$ cat config.mk
export PLATFORM = sky130hd
export DESIGN_NAME = lump_dnl_cell
export DESIGN_NICKNAME = d
export VERILOG_FILES = /design/src/rtl/lump_directory_name_lookup_unit_macros.svh /design/src/rtl/lump_dnl_pkg.sv /design/src/rtl/lump_dnl_cell.sv
export SDC_FILE = /design/constraint.sdc
export NUM_CORES = 1
export LEC_CHECK = 0
export BUFFER_PORTS_ARGS = -buffer_cell sky130_fd_sc_hd__clkbuf_2
export CORE_AREA = 2 2 39 41
export CTS_BUF_LIST = sky130_fd_sc_hd__clkbuf_2
export DETAILED_ROUTE_END_ITERATION = 10
export DIE_AREA = 0 0 41 43
export GPL_TIMING_DRIVEN = 0
export PLACE_DENSITY = 0.7
export SLEW_MARGIN = 10
export SYNTH_ARGS = -nofsm -noshare
export SYNTH_HDL_FRONTEND = slang
export SYNTH_SLANG_ARGS = --single-unit
export TNS_END_PERCENT = 1
$ cat constraint.sdc
create_clock -name i_clk -period 1.6 [get_ports i_clk]
set_clock_uncertainty 0.1 [all_clocks]
set_input_delay 0 -clock i_clk [delete_from_list [all_inputs] [get_ports i_clk]]
set_output_delay 0 -clock i_clk [all_outputs]
set_load 0.05 [all_outputs]
$ cat src/rtl/lump_directory_name_lookup_unit_macros.svh
// Assertion helpers used by the RTL of the name lookup unit.
`ifndef LUMP_DIRECTORY_NAME_LOOKUP_UNIT_MACROS_SVH
`define LUMP_DIRECTORY_NAME_LOOKUP_UNIT_MACROS_SVH

// Same-cycle implication, sampled on i_clk and held off while i_rst_n is low.
`define LDN_ASSERT_NOW(label, ante, cons, msg) \
    label: assert property (@(posedge i_clk) disable iff (!i_rst_n) \
        (ante) |-> (cons)) else $error(msg);

// Next-cycle implication, sampled on i_clk and held off while i_rst_n is low.
`define LDN_ASSERT_NEXT(label, ante, cons, msg) \
    label: assert property (@(posedge i_clk) disable iff (!i_rst_n) \
        (ante) |=> (cons)) else $error(msg);

`endif

$ cat src/rtl/lump_dnl_pkg.sv
package lump_dnl_pkg;

    localparam int unsigned ENTRIES_DEF = 1024;
    localparam int unsigned FILES_DEF   = 16;

    localparam int unsigned OP_W       = 3;
    localparam int unsigned NAME_W     = 64;
    localparam int unsigned FILE_W     = 4;
    localparam int unsigned IDX_W      = 10;
    localparam int unsigned BYTE_W     = 8;
    localparam int unsigned NAME_BYTES = NAME_W / BYTE_W;

    localparam logic [BYTE_W-1:0] CHAR_LOWER_A = 8'h61;
    localparam logic [BYTE_W-1:0] CHAR_LOWER_Z = 8'h7A;
    localparam logic [BYTE_W-1:0] CASE_OFFSET  = 8'h20;

    typedef enum logic [OP_W-1:0] {
        OP_CLEAR    = 3'd0,
        OP_OPEN     = 3'd1,
        OP_APPEND   = 3'd2,
        OP_SRCH_NEW = 3'd3,
        OP_SRCH_OLD = 3'd4,
        OP_SRCH_ONE = 3'd5
    } t_op;

    // Per-cycle control handed to every byte cell of the chain.
    typedef struct packed {
        logic load;
        logic upper;
    } t_cell_ctl;

endpackage

$ cat src/rtl/lump_dnl_cell.sv
module lump_dnl_cell (
    input  logic                              i_clk,
    input  lump_dnl_pkg::t_cell_ctl           i_ctl,
    input  logic [lump_dnl_pkg::BYTE_W-1:0]   i_byte,
    input  logic                              i_ended,
    input  logic [lump_dnl_pkg::BYTE_W-1:0]   i_rd_byte,
    input  logic                              i_eq,
    output logic [lump_dnl_pkg::BYTE_W-1:0]   o_clean,
    output logic                              o_ended,
    output logic                              o_eq
);
    import lump_dnl_pkg::*;

    logic [BYTE_W-1:0] r_key;
    logic [BYTE_W-1:0] w_zeroed;

    // A byte after the terminator reads as zero; queries also fold a-z to A-Z.
    always_comb begin
        w_zeroed = i_ended ? '0 : i_byte;
        if (i_ctl.upper && (w_zeroed >= CHAR_LOWER_A) && (w_zeroed <= CHAR_LOWER_Z)) begin
            o_clean = w_zeroed - CASE_OFFSET;
        end else begin
            o_clean = w_zeroed;
        end
    end

    assign o_ended = i_ended || (i_byte == '0);

    always_ff @(posedge i_clk) begin
        if (i_ctl.load) begin
            r_key <= o_clean;
        end
    end

    assign o_eq = i_eq && (r_key == i_rd_byte);
endmodule

* Word-level counts from Yosys, hierarchy flattened
Cells that the tools add are included. Widths: inputs -> output; s select.
Cells by class: add/subtract/negate cells 1, magnitude comparators 2, eq/ne operators 1, muxes and demuxes 2, reduce and logical (&&, ||, !) cells 5
Operator list (number):
- $mux 8 | 2
- $eq 8x8->1 | 1
- $ge 8x7->1 const B | 1
- $le 8x7->1 const B | 1
- $logic_not 8->1 | 1
- $sub 8x6->8 const B | 1
- $logic_and 1x1->1 | 3
- $logic_or 1x1->1 | 1
Storage, ports and cells: register bits after elaboration 8, bits of input ports 21, word-level logic and storage cells 12

* Depth between registers and ports, before layout
depth in word-level cells 5, gate-level depth with buffers 4, depth with buffers taken out 4

* Least setup slack after synthesis
OpenSTA, ideal clock, no wires.
kind input to output, from input i_byte[3] in the netlist's numbering, to output o_ended, data arrival time 1.959 ns, setup slack -0.459 ns, stages 3, path buffers 0, path through nor4_4 > nand2_1 > o41ai_1
Between the ends: word-level cells in the longest chain between the ends 2
Ends and longest elaborated chain:
- from (decl) | RTL line lump_dnl_cell.sv:4 | input logic [lump_dnl_pkg::BYTE_W-1:0] i_byte,
- $logic_not 8->1 | RTL line lump_dnl_cell.sv:27 | assign o_ended = i_ended || (i_byte == '0);
- $logic_or 1x1->1 | RTL line lump_dnl_cell.sv:27
- to (decl) | RTL line lump_dnl_cell.sv:9 | output logic o_ended,
No other way between the ends.

* Final worst setup path
from register r_key[2], to output o_eq
Between the ends: word-level cells in the longest chain between the ends 2
Ends and longest elaborated chain:
- from (decl) | RTL line lump_dnl_cell.sv:14 | logic [BYTE_W-1:0] r_key;
- from (signal assigned) | RTL line lump_dnl_cell.sv:31 | r_key <= o_clean;
- $eq 8x8->1 | RTL line lump_dnl_cell.sv:35 | assign o_eq = i_eq && (r_key == i_rd_byte);
- $logic_and 1x1->1 | RTL line lump_dnl_cell.sv:35
- to (decl) | RTL line lump_dnl_cell.sv:10 | output logic o_eq
No other way between the ends.

==> run_results.csv <==
group,metric,value,unit
run_status,status,"finished, final reports clean",
critical_path,max_stage_delay,0.38,ns
timing,hold_violations,0,
layout,regMostFlops,"r_key",
layout,largest_reg_flops,8,
grt,track_usage,11.01,%
synthesis,postSynth.asyncResetShare,0,%
floorplan,num_rows,14,
critical_path,crit_required,1.50,ns
floorplan,initial_core_util,34.81,%
synthesis,synth_top_cell_area_share,49.87,%
power,sw_frac_of_total,29.68,%
routing,drtAntennaViolNets,0,
clocking,numClockSinks,8,
routing,routedWlPerCell,9.258,µm
critical_path,cp_slowest_cell,"edfxtp_1",
synthesis,avgSynthCellArea,12.04,µm²
critical_path,path_class,"reg -> out",
synthesis,synthTopCellsByArea,"edfxtp_1 50%, xnor2_1 15%, and2b_1 4.7%",
routing,drc,0,
power,combPwrFrac,28.8,%
floorplan,die-area,1763,µm²
clocking,cts_made_buffers,3,
placed_design,port_buffers,30,
power,power_density,751.7,nW/µm²
routing,vias,406,
routing,drt-initial-drc-count,2,
synthesis,yosysWarningCount,0,
clocking,cts-htree-levels,1,
timing,rsz0062_at_grt,"no",
synthesis,ys.flop_type,"edfxtp_1",
timing,maxSlewViolCount,0,
clocking,post-cts-setup-buffers,0,
timing,slew-limit-headroom,81.35,%
clocking,cts_resized,0,
min_path,hold_path_class,"in -> reg",
flow_run,cap_viol_max_count,0,
synthesis,ys_ff_latch,8,
routing,via_per_inst,4.562,
clocking,clockBufferDepth,2,
power,p_total,506.9,µW
floorplan,die_w,41,µm
synthesis,synth_edf_count,8,
layout,drive_gt1_share,50.68,%
critical_path,worstPathArrival,1.34,ns
synthesis,yosysUniqueCellTypes,19,
floorplan,core-area,1384,µm²
grt,grt_pass1_wl,1276,µm
critical_path,worstSetupEndpointType,"output pin",
floorplan,io_pins,31,
layout,largestRegisters,"r_key: 8 flops",
power,power.internal,356.5,µW
routing,dr.pass1.iters,4,
synthesis,syn_area,481.7,µm²
grt,grt_max_degree,9,
timing,timing.final.crit_period,1.438,ns
grt,grt-ovfl-total,0,
synthesis,ys_top_cells_by_count,"8 x edfxtp_1, 8 x xnor2_1, 4 x nand2_1",
timing,max_freq,0.6952,GHz
placed_design,gp_congestion,0.7522,
power,p_switching,150.4,µW
power,pwr-share-seq,50.5,%
critical_path,crit_fanout,1,
grt,antenna_found_initial,0,
timing,fin_worst_hold_slack,0.02100,ns
power,vdd_drop_max,247.8,µV
critical_path,critPathLaunchType,"flip-flop",
layout,antenna_cells,0,
clocking,cts_tree,"built",
layout,area_delta_synth_final,40.00,%
grt,first_global_vias,352,
floorplan,fp.dieH,43,µm
synthesis,syn_nets,62,
timing,tightest_slew,0.2809,ns
routing,drt-total-wl,824,µm
timing,final.setup.tns,0,ns
clocking,hold_buffers,0,
layout,fillers,143,
critical_path,crit_chain,"xnor2_1 > nand4_1 > nor3_1 > clkbuf_2",
clocking,ctsRootBufferMaster,"clkbuf_2",
clocking,clkTransAtPathRegs,0.06,ns
power,p_leak,0.3047,nW
timing,finalSetupViolCount,0,
layout,final_nets,97,
synthesis,synthCells,40,
timing,period_share,89.90,%
placed_design,dp_hpwl,750.5,µm
synthesis,synth_area_leader_cell,"edfxtp_1",
synthesis,seq_area_frac_synth,49.87,%
power,p_clk_share,20.7,%
-- metrics by stage --
step                instance area, µm²  setup WS (ns)  cells  utilization [%]
finish                           674.4         0.1616     89            48.73
global route                     674.4       0.008554     89            48.73
CTS                              674.4         0.1183     89            48.73
detailed placement               659.4         0.3648     86            47.65
global placement                 659.4         0.3718     86            47.65
floorplan                        489.2        -0.2754     40                -
-- cell type report --
class	instances	area, µm²	area share, %
Multi-Input combinational cell	30	241.5	35.81
Inverter	2	7.507	1.113
Clock buffer	3	15.01	2.226
Timing Repair Buffer	30	150.1	22.26
Sequential cell	8	240.2	35.62
Tap cell	16	20.02	2.968
-- power groups by stage --
stage / sequential [mW] / clock [mW] / combinational, mW
floorplan: 0.260 / 0 / 0.0926
global placement: 0.261 / 0 / 0.145
detailed placement: 0.261 / 0 / 0.148
CTS: 0.256 / 0.111 / 0.148
global route: 0.257 / 0.120 / 0.161
finish: 0.256 / 0.105 / 0.146
-- routing by layer --
metal	GRT usage, %	vias up	wire length [µm]
li1	-	215	-
met1	11.82	171	294
met2	17.19	20	450
met3	1.571	0	79
met4	10.00	0	0
met5	0	-	0
-- worst max-delay path: cells and delay by family (launching register included) --
| kind | cells | cell delay [ns] |
|---|---|---|
| and+or+nand+nor | 2 | 0.30 |
| DFF | 1 | 0.38 |
| buffers and inverters | 1 | 0.30 |
| xor gates and xnor gates | 1 | 0.15 |
-- logic make-up (layout without fill, tap and decap cells) --
kind of cell / after synthesis / in the layout / synth area share (%)
buffers and inverters: 2 / 35 / 1.559
AO/OA/AOI/OAI: 6 / 6 / 10.39
XOR/XNOR: 8 / 8 / 14.55
flip-flops: 8 / 8 / 49.87
adder cells (fa/ha/maj): 1 / 1 / 2.597
AND/OR/NAND/NOR: 15 / 15 / 21.04
-- worst paths after layout --
check  startpoint        to  cells after the start
max      r_key[2]      o_eq                      4
min      i_ctl[1]  r_key[0]                      1
-- placed cells by master (no fill, tap or decap), drive strengths merged, types with 2 or more instances in the layout --
master,n
inv,2
edfxtp,8
xnor2,8
nand3,2
nand2,4
and2b,4
clkbuf,33
Power figures use the tool's default switching activity.
