File: src/rtl/lump_directory_name_lookup_unit_macros.svh
// Assertion helpers used by the RTL of the name lookup unit.
`ifndef LUMP_DIRECTORY_NAME_LOOKUP_UNIT_MACROS_SVH
`define LUMP_DIRECTORY_NAME_LOOKUP_UNIT_MACROS_SVH

// Same-cycle implication, sampled on i_clk and held off while i_rst_n is low.
`define LDN_ASSERT_NOW(label, ante, cons, msg) \
    label: assert property (@(posedge i_clk) disable iff (!i_rst_n) \
        (ante) |-> (cons)) else $error(msg);

// Next-cycle implication, sampled on i_clk and held off while i_rst_n is low.
`define LDN_ASSERT_NEXT(label, ante, cons, msg) \
    label: assert property (@(posedge i_clk) disable iff (!i_rst_n) \
        (ante) |=> (cons)) else $error(msg);

`endif

File: src/rtl/lump_dnl_ram.sv
module lump_dnl_ram #(
    parameter int unsigned WIDTH = 8,
    parameter int unsigned DEPTH = 2
) (
    input  logic                     i_clk,
    input  logic                     i_we,
    input  logic [$clog2(DEPTH)-1:0] i_waddr,
    input  logic [WIDTH-1:0]         i_wdata,
    input  logic [$clog2(DEPTH)-1:0] i_raddr,
    output logic [WIDTH-1:0]         o_rdata
);
    logic [WIDTH-1:0] r_mem [DEPTH];
    logic [WIDTH-1:0] r_rdata;

    always_ff @(posedge i_clk) begin
        if (i_we) begin
            r_mem[i_waddr] <= i_wdata;
        end
        r_rdata <= r_mem[i_raddr];
    end

    assign o_rdata = r_rdata;
endmodule

File: config.mk
export PLATFORM = sky130hd
export DESIGN_NAME = lump_dnl_ram
export DESIGN_NICKNAME = d
export VERILOG_FILES = /design/src/rtl/lump_directory_name_lookup_unit_macros.svh /design/src/rtl/lump_dnl_ram.sv
export SDC_FILE = /design/constraint.sdc
export NUM_CORES = 1
export LEC_CHECK = 0
export ABC_AREA = 1
export BUFFER_PORTS_ARGS = -buffer_cell sky130_fd_sc_hd__buf_2
export CAP_MARGIN = 20
export CORE_AREA = 2 2 43 45
export DETAILED_ROUTE_END_ITERATION = 8
export DIE_AREA = 0 0 45 47
export PLACE_DENSITY = 0.72
export SLEW_MARGIN = 20
export SYNTH_ARGS = -nofsm -noshare
export SYNTH_HDL_FRONTEND = slang
export SYNTH_SLANG_ARGS = --single-unit
File: constraint.sdc
create_clock -name i_clk -period 1.2 [get_ports i_clk]
set_clock_uncertainty 0.2 [all_clocks]
set_input_delay 0.12 -clock i_clk [delete_from_list [all_inputs] [get_ports i_clk]]
set_output_delay 0.12 -clock i_clk [all_outputs]
set_load 0.03 [all_outputs]
* Yosys cells after proc, flatten, opt, wreduce, memory -nomap -nowiden *
Memories as Yosys holds them, arrays and structs flattened. A register that Yosys moved wholly into a read port is not among the register bits.
Cells that the tools add are included.

cells by class
  reductions and logical operators = 0
  shift-type cells = 0
  multiplexer cells = 2
  add/subtract/negate cells = 0
  multipliers = 0
  magnitude comparators = 0
  equality and inequality tests = 0
  bitwise gates (word level) = 0
  divide/modulo/power cells = 0

operators with widths
  cell    number
  $mux 1  2

word-level totals
  bits in registers = 0
  input bits = 12
  latch bits = 0
  memory bits (writable) = 16
  memories kept = 1
  bits in read-only memories = 0
  logic and storage cells = 3

memories
  name   depth  width  read ports  clocked after memory_dff  write ports  RTL line            source
  r_mem  2      8      1           1                         1            lump_dnl_ram.sv:12  logic [WIDTH-1:0] r_mem [DEPTH];

* Longest topological paths before layout *
Gate-level depths: netlist of the first run.

  depth in word-level cells = 2
  depth in mapped cells = 4
  mapped depth without buffers = 3

* Least setup slack after synthesis of the first run *
OpenSTA, ideal clock, no wires.

  kind = input -> register
  start point = input port i_we
  end point = memory r_mem[0][0], enable pin
  library setup time = 0.371 ns
  buffers on the path = 0
  data arrival time = 0.509 ns
  required time = 0.629 ns
  path slack = 0.120 ns
  stages on the path = 2
  cells stage by stage = inv_1 nor2_1

on the way
  cells in the longest elaborated chain, start to end = 2

RTL lines
  element                       RTL line            source
  start, declared               lump_dnl_ram.sv:6   input logic i_we,
  $mux 1                        lump_dnl_ram.sv:16  if (i_we) begin
  $mux 1 (implied by the code)  lump_dnl_ram.sv:17  r_mem[i_waddr] <= i_wdata;
  end, declared                 lump_dnl_ram.sv:12

No other way between the ends.

* Final worst setup path of the first run *
  start point = register r_rdata[7] (netlist: o_rdata[7]) (read register of r_mem)
  end point = output port o_rdata[7]

RTL lines
  element          RTL line            source
  start, declared  lump_dnl_ram.sv:13  logic [WIDTH-1:0] r_rdata;
  end, declared    lump_dnl_ram.sv:10  output logic [WIDTH-1:0] o_rdata

No word-level cell between the ends.

==> flow_metrics.env, run 1 <==
export IMPL_tns_ns=0
export IMPL_synthTopCellsByCount="nand2_1 (25), edfxtp_1 (16), dfxtp_1 (8), inv_1 (2)"
export IMPL_drive_gt1_frac=0.282
export IMPL_ys_seq_elements=24
export IMPL_hp_start="i_waddr"
export IMPL_yosys_top_cells_area="edfxtp_1 (63%), dfxtp_1 (21%), nand2_1 (12%)"
export IMPL_min_path_type="input pin to flop"
export IMPL_synth_top_area_frac=0.632
export IMPL_drc=0
export IMPL_wl_per_cell_um=10.0
export IMPL_clk_path_buf_depth=2
export IMPL_finalSetupViolCount=0
export IMPL_rsz0062_at_grt="no"
export IMPL_seq_area_frac_synth=0.842
export IMPL_cp_slowest_cell="dfxtp_1"
export IMPL_power_frac_clock=0.226
export IMPL_syn_cell_area_sq_um=761
export IMPL_swShare=0.222
export IMPL_endpoint_kind="output pin"
export IMPL_htreeDepth=1
export IMPL_io_buffers=19
export IMPL_fp_dieH_um=47
export IMPL_period_minus_slack_ns=1.14
export IMPL_synth_flop_cell="edfxtp_1"
export IMPL_synth_async_reset_ratio=0
export IMPL_slew_headroom=0.799
export IMPL_grt_pass1_vias=364
export IMPL_finalCritPeriodShare=0.947
export IMPL_place_hpwl_um=652
export IMPL_syn_avg_cell_area_sq_um=14.1
export IMPL_antenna_found_initial=0
export IMPL_startpoint_type="flop"
export IMPL_routed_wl_um=1020
export IMPL_ant_nets=0
export IMPL_critPathArrivalTime_ns=0.82
export IMPL_sequentialPowerShare=0.663
export IMPL_synth_edf_count=16
export IMPL_cts_root_buf="clkbuf_4"
export IMPL_place_inst=90
export IMPL_p_int_mw=1.12
export IMPL_layout_setup_ws_ns=0.0635
export IMPL_power_density_nw_per_um2=1460
export IMPL_track_usage=0.110
export IMPL_reg2reg_from="r_mem[1][2]"
export IMPL_clkTransAtPathRegs_ns=0.12
export IMPL_dieWidth_um=45
export IMPL_max_freq_mhz=880
export IMPL_hold_viol=0
export IMPL_overflow=0
export IMPL_initial_core_util=0.461
export IMPL_grt_pass1_wl_um=1500
export IMPL_dr_pass1_iters=2
export IMPL_comb_power_share=0.111
export IMPL_path_class="flop to output pin"
export IMPL_finalMaxSlewViolations=0
export IMPL_place_area_sq_um=873
export IMPL_dr_total_vias=457
export IMPL_die_area_sq_um=2120
export IMPL_cp_max_fo=1
export IMPL_row_count=15
export IMPL_power_switching_mw=0.320
export IMPL_clock_sinks=24
export IMPL_cp_startpoint="o_rdata[7]"
export IMPL_area_delta_synth_final_pct=29.6
export IMPL_status="complete, no violations"
export IMPL_gp_congestion=0.681
export IMPL_ioPinCount=20
export IMPL_synth_top_area_cell="edfxtp_1"
export IMPL_final_util=0.597
export IMPL_drt_iter0_drc=10
export IMPL_synth_warnings=0
export IMPL_synth_most_common_cell="nand2_1"
export IMPL_max_cap_violations=0
export IMPL_clk_latency_ns=0.30
export IMPL_synth_distinct_cells=7
export IMPL_ir_drop_mv=0.832
export IMPL_cp_top_family="flip-flops"
export IMPL_synth_nets=66
export IMPL_vias_per_cell=4.48
export IMPL_final_cells=102
export IMPL_synth_cells=54
export IMPL_totalPowerFinal_mw=1.44
export IMPL_core_area_sq_um=1650
export IMPL_p_leak_nw=0.442
export IMPL_nets=99
export IMPL_fin_area_sq_um=986
export IMPL_critPathMaxStageDelay_ns=0.33
export IMPL_tightest_slew_ns=0.301
export IMPL_pre_cts_ws_ns=0.170
export IMPL_grt_max_degree=13
export IMPL_cts_buffers=3
export IMPL_required_ns=0.88
export IMPL_cts_tree="yes"
export IMPL_hold_ws_ns=0.0734
export IMPL_cts_resized=0
export IMPL_crit_chain="buf_2"
export IMPL_antenna_cells=0
export IMPL_path_buf_inv=1
## kinds of logic (layout without fill, tap and decap cells)
| logic type | Yosys count | after routing | share of synthesized area |
|---|---|---|---|
| DFF | 24 | 24 | 0.842 |
| and+or+nand+nor | 26 | 26 | 0.128 |
| buffers and inverters | 4 | 35 | 0.0296 |
## final timing paths
kind / to / slack (ns) / cells past startpoint
worst min register to register: o_rdata[6] / 0.25 / 2
worst max-delay path: o_rdata[7] / 0.06 / 1
worst min-delay path: r_mem[0][1] / 0.07 / 3
worst max register to register: o_rdata[2] / 0.40 / 2
## cell type report
class                   instances  area, sq um
inverters                       3         11.3
fillers                       145          666
flip-flops and latches         24          641
well taps                      17         21.3
repair buffers                 29          193
clock buffers                   3         22.5
multi-input cells              26         97.6
## what timing repair did
item | 4_1_cts | 5_1_grt
setup buffers | 0 | 0
hold buffers | 9 | 0
setup endpoints to repair | 0 | 0
hold endpoints to repair | 24 | 0
## power groups by stage
| stage | Combinational, mW | Sequential, mW | Clock, mW |
|---|---|---|---|
| after floorplan | 0.0382 | 1.03 | 0 |
| after global placement | 0.137 | 0.976 | 0 |
| after detailed placement | 0.140 | 0.977 | 0 |
| after CTS | 0.162 | 0.958 | 0.333 |
| after global routing | 0.176 | 0.963 | 0.380 |
| final | 0.161 | 0.957 | 0.326 |
## sequential cells by signal, summed over array words and instances, names as in the netlist
register / count
o_rdata: 8
r_mem: 16
## cell usage in the layout, fill, tap and decap left out
cell           count
edfxtp_1          16
inv_2              1
nand2_1           25
inv_1              2
clkbuf_4           3
buf_2             19
dlygate4sd3_1      9
dfxtp_1            8
nor2_1             1
buf_4              1
## worst register-to-register path: cells and delay by family, from the launching register on
| kind | cells | cell delay (ns) |
|---|---|---|
| DFF | 1 | 0.39 |
| and+or+nand+nor | 2 | 0.13 |
## layer usage
| metal | wire (um) | GRT usage | part of all wire | vias up |
|---|---|---|---|---|
| li1 | - | - | - | 239 |
| met1 | 435 | 0.121 | 0.43 | 201 |
| met2 | 509 | 0.174 | 0.50 | 15 |
| met3 | 54 | 0.0385 | 0.053 | 2 |
| met4 | 22 | 0.0882 | 0.022 | 0 |
| met5 | 0 | 0 | 0 | - |
(Power assumes the default switching activity.)
==> run 2, diff against run 1 <==
CORE_AREA = 2 2 42 44   (was 2 2 43 45)
DIE_AREA = 0 0 44 46   (was 0 0 45 47)
PLACE_DENSITY = 0.75   (was 0.72)
clock period = 1.31 ns   (was 1.2 ns; I/O delays follow)
==> run 2 against run 1 <==
Global-route usage grew 1.6 points. Register-to-register slack gained 0.10 ns. Flip-flop and latch count is the same. Total power shrank 3.2%. Clock power grew 15%. Highest routed layer unchanged. Core utilization grew 2.2 points. Routed wire length grew 3.6%. Count of clock-buffer cells in the layout grew 1. Cell area grew 1.4%. Final cell count grew 0.98%. Worst hold slack lost 0.0051 ns.
==> flow_metrics.env, run 2 (synthesis results as in run 1) <==
export IMPL_status="complete, no violations"
export IMPL_antenna_cells=0
export IMPL_comb_power_share=0.105
export IMPL_core_area_sq_um=1610
export IMPL_grt_max_degree=14
export IMPL_swShare=0.219
export IMPL_nets=99
export IMPL_layout_common_cells="nand2_1 (25), buf_2 (19), edfxtp_1 (16)"
export IMPL_regMostFlops="r_mem"
export IMPL_critPathMaxStageDelay_ns=0.32
export IMPL_drive_gt1_frac=0.291
export IMPL_power_switching_mw=0.306
export IMPL_tns_ns=0
export IMPL_grt_pass1_wl_um=1710
export IMPL_clkTransAtPathRegs_ns=0.12
export IMPL_reg2reg_depth=2
export IMPL_place_area_sq_um=873
export IMPL_max_freq_mhz=871
export IMPL_row_count=15
export IMPL_cp_max_fo=1
export IMPL_finalSetupViolCount=0
export IMPL_drc=0
export IMPL_p_leak_nw=0.450
export IMPL_ir_drop_mv=0.652
export IMPL_p_int_mw=1.09
export IMPL_required_ns=0.98
export IMPL_clock_sinks=24
export IMPL_endpoint_kind="output pin"
export IMPL_min_path_type="input pin to flop"
export IMPL_sequentialPowerShare=0.628
export IMPL_rrSetupSlack_ns=0.50
export IMPL_cts_root_buf="clkbuf_4"
export IMPL_finalCritPeriodShare=0.876
export IMPL_tightest_slew_ns=0.307
export IMPL_startpoint_type="flop"
export IMPL_htreeDepth=1
export IMPL_reg2reg_from="r_mem[0][5]"
export IMPL_clk_latency_ns=0.31
export IMPL_drt_iter0_drc=10
export IMPL_slew_headroom=0.795
export IMPL_overflow=0
export IMPL_initial_core_util=0.471
export IMPL_path_class="flop to output pin"
export IMPL_period_minus_slack_ns=1.15
export IMPL_cp_top_family="flip-flops"
export IMPL_dr_pass1_iters=4
export IMPL_fin_area_sq_um=1000
export IMPL_dieWidth_um=44
export IMPL_holdPathStages=3
export IMPL_final_common_cell="nand2_1"
export IMPL_ioPinCount=20
export IMPL_power_frac_clock=0.267
export IMPL_dr_total_vias=458
export IMPL_fp_dieH_um=46
export IMPL_vias_per_cell=4.45
export IMPL_cp_slowest_cell="dfxtp_1"
export IMPL_place_hpwl_um=713
export IMPL_antenna_found_initial=0
export IMPL_crit_chain="buf_2"
export IMPL_ant_nets=0
export IMPL_wl_per_cell_um=10.3
export IMPL_critPathArrivalTime_ns=0.82
export IMPL_area_delta_synth_final_pct=31.4
export IMPL_path_buf_inv=1
export IMPL_hold_viol=0
export IMPL_cts_resized=0
export IMPL_power_density_nw_per_um2=1400
export IMPL_hold_end="r_mem[0][1]"
export IMPL_finalMaxSlewViolations=0
export IMPL_clk_path_buf_depth=2
export IMPL_r2r_end="o_rdata[5]"
export IMPL_rsz0062_at_grt="no"
export IMPL_routed_wl_um=1060
export IMPL_cts_buffers=3
export IMPL_gp_congestion=0.675
export IMPL_die_area_sq_um=2020
export IMPL_track_usage=0.126
export IMPL_cts_tree="yes"
export IMPL_largest_register_ffs=16
export IMPL_io_buffers=19
export IMPL_fillerInstances=127
export IMPL_grt_pass1_vias=403
export IMPL_hp_start="i_waddr"
export IMPL_max_cap_violations=0
## run 2: changes by cell type in the layout (fill, tap and decap cells not counted), sizes merged
| cell | before | now |
|---|---|---|
| clkbuf | 3 | 4 |
## run 2: cell type report
type	instances	area [sq um]	share of cell area
Tap cell	17	21.3	0.0213
Timing Repair Buffer	29	193	0.193
Clock buffer	4	36.3	0.0363
Sequential cell	24	641	0.641
Inverter	3	11.3	0.0113
Multi-Input combinational cell	26	97.6	0.0976
## run 2: worst max path at each step
stage	startpoint	to	slack (ns)	cells past startpoint
2_1_floorplan	i_we	r_mem[0][0]	0.22	2
3_3_place_gp	i_waddr	r_mem[1][7]	0.30	3
3_5_place_dp	i_we	r_mem[1][0]	0.27	3
4_1_cts	o_rdata[6]	o_rdata[6]	0.15	1
5_1_grt	o_rdata[3]	o_rdata[3]	0.12	1
6_report	o_rdata[6]	o_rdata[6]	0.16	1
## run 2: metrics by stage
step                 util  hold WS, ns  cells  total power [mW]  worst slack [ns]
floorplan               -       0.0299     54             0.975             0.219
global placement    0.541        0.123     90              1.02             0.303
detailed placement  0.541        0.122     90              1.02             0.272
CTS                 0.619       0.0612    103              1.41             0.150
global route        0.619       0.0721    103              1.45             0.118
finish              0.619       0.0683    103              1.40             0.162
## run 2: worst min-delay path, cell delays in order
cell    delay (ns)
buf_2         0.08
nor2_1        0.04
buf_4         0.16
## run 2: metal layers
metal / global-route usage / routed length (um) / vias up
li1: - / - / 239
met1: 0.151 / 440 / 201
met2: 0.185 / 521 / 14
met3: 0.0119 / 46 / 4
met4: 0.145 / 50 / 0
met5: 0 / 0 / -
## run 2: power groups by stage
stage / sequential, mW / combinational [mW] / clock (mW)
6_report: 0.879 / 0.146 / 0.374
5_1_grt: 0.884 / 0.161 / 0.410
4_1_cts: 0.879 / 0.148 / 0.382
3_5_place_dp: 0.897 / 0.127 / 0
3_3_place_gp: 0.894 / 0.124 / 0
2_1_floorplan: 0.940 / 0.0350 / 0
## run 2: repair_timing
action / in CTS / in global routing
setup endpoints to repair: 0 / 0
hold buffers: 9 / 0
setup buffers: 0 / 0
hold endpoints to repair: 24 / 0
==> run 3, diff against run 2 <==
SETUP_SLACK_MARGIN = 0.3   (was default)
==> run 3 against run 2 <==
Via count increased by 0.44%. Worst hold slack worse by 0.15 ns. Combinational power up 16%. Count of clock-buffer cells in the layout stayed put. Non-clock buffer count decreased by 2. Critical path type unchanged. Worst setup slack improved by 0.050 ns. The run now ends with negative hold slack left.
==> flow_metrics.env, run 3 (synthesis results as in run 1) <==
export IMPL_status="complete, but fails checks"
export IMPL_violations="negative hold slack"
export IMPL_largest_register_ffs=16
export IMPL_ioPinCount=20
export IMPL_antenna_found_initial=0
export IMPL_overflow=0
export IMPL_slew_headroom=0.741
export IMPL_power_density_nw_per_um2=1360
export IMPL_final_util=0.647
export IMPL_track_usage=0.122
export IMPL_grt_pass1_vias=393
export IMPL_path_class="flop to output pin"
export IMPL_routed_wl_um=1030
export IMPL_drive_gt1_frac=0.393
export IMPL_power_frac_clock=0.257
export IMPL_power_switching_mw=0.304
export IMPL_dieWidth_um=44
export IMPL_critPathMaxStageDelay_ns=0.34
export IMPL_die_area_sq_um=2020
export IMPL_clock_sinks=24
export IMPL_max_freq_mhz=911
export IMPL_cp_max_fo=1
export IMPL_startpoint_type="flop"
export IMPL_p_int_mw=1.12
export IMPL_hold_ws_ns=-0.0775
export IMPL_holdBufCountCts=8
export IMPL_path_buf_inv=1
export IMPL_hold_viol=16
export IMPL_cts_root_buf="clkbuf_4"
export IMPL_sequentialPowerShare=0.624
export IMPL_ant_nets=0
export IMPL_layout_setup_ws_ns=0.212
export IMPL_gp_congestion=0.681
export IMPL_final_common_cell="nand2_1"
export IMPL_cp_top_family="flip-flops"
export IMPL_row_count=15
export IMPL_layout_common_cells="nand2_1 (25), edfxtp_1 (16), buf_2 (11)"
export IMPL_grt_pass1_wl_um=1630
export IMPL_drc=0
export IMPL_initial_core_util=0.471
export IMPL_place_hpwl_um=719
export IMPL_dr_pass1_iters=4
export IMPL_comb_power_share=0.118
export IMPL_clkTransAtPathRegs_ns=0.12
export IMPL_p_leak_nw=0.456
export IMPL_vias_per_cell=4.55
export IMPL_grt_max_degree=14
export IMPL_io_buffers=19
export IMPL_ir_drop_mv=0.699
export IMPL_antenna_cells=0
export IMPL_clk_latency_ns=0.30
export IMPL_area_delta_synth_final_pct=37.3
export IMPL_period_minus_slack_ns=1.10
export IMPL_nets=97
export IMPL_htreeDepth=1
export IMPL_wl_per_cell_um=10.2
export IMPL_crit_chain="buf_6"
export IMPL_cp_slowest_cell="dfxtp_2"
export IMPL_pre_cts_ws_ns=0.177
export IMPL_critPathArrivalTime_ns=0.77
export IMPL_cts_tree="yes"
export IMPL_tns_ns=0
export IMPL_finalMaxSlewViolations=0
export IMPL_tightest_slew_ns=0.388
export IMPL_drt_iter0_drc=5
export IMPL_drt_met1_wl_um=422
export IMPL_cts_setup_buffers=0
export IMPL_top_layer="met4"
export IMPL_wl_met3_um=46
export IMPL_min_path_type="input pin to flop"
export IMPL_finalCritPeriodShare=0.838
export IMPL_core_area_sq_um=1610
export IMPL_dr_total_vias=460
export IMPL_swShare=0.214
export IMPL_endpoint_kind="output pin"
export IMPL_clk_path_buf_depth=2
export IMPL_totalPowerFinal_mw=1.42
export IMPL_finalSetupViolCount=0
export IMPL_cts_buffers=3
export IMPL_required_ns=0.98
export IMPL_max_cap_violations=0
export IMPL_regMostFlops="r_mem"
export IMPL_rsz0062_at_grt="yes"
export IMPL_met2_length_um=539
export IMPL_fp_dieH_um=46
run 3: worst paths after layout:
check | cells after the start | to | from | slack, ns
worst max-delay path | 1 | o_rdata[0] | o_rdata[0] | 0.21
worst min-delay path | 3 | o_rdata[0] | i_raddr | -0.08
worst max register to register | 2 | o_rdata[1] | r_mem[0][1] | 0.51
worst min register to register | 2 | o_rdata[6] | r_mem[0][6] | 0.25
run 3: final cells by class:
type                    count  area, sq um
flip-flops and latches     24          651
fillers                   120          569
repair buffers             27          225
multi-input cells          26          100
clock buffers               4         36.3
well taps                  17         21.3
inverters                   3         11.3
run 3: routing by layer:
layer  track usage  up-vias
li1              -      234
met1         0.125      209
met2         0.194       15
met3        0.0476        2
met4         0.109        0
met5             0        -
run 3: repair_timing:
action | in CTS | in global routing
endpoints found under the setup margin | 8 | 8
endpoints found under the hold margin | 32 | 16
gates cloned | 0 | 0
resized for setup | 24 | 0
pin swaps | 0 | 0
run 3: stage by stage:
stage	instances	instance area (sq um)
2_1_floorplan	54	763
3_3_place_gp	89	868
3_5_place_dp	89	868
4_1_cts	101	1040
5_1_grt	101	1040
6_report	101	1040
run 3: power groups by stage:
stage	Combinational, mW	Sequential [mW]	Clock [mW]
CTS	0.170	0.889	0.384
detailed placement	0.126	0.897	0
floorplan	0.0356	0.940	0
finish	0.169	0.888	0.367
global route	0.182	0.894	0.405
global placement	0.123	0.895	0
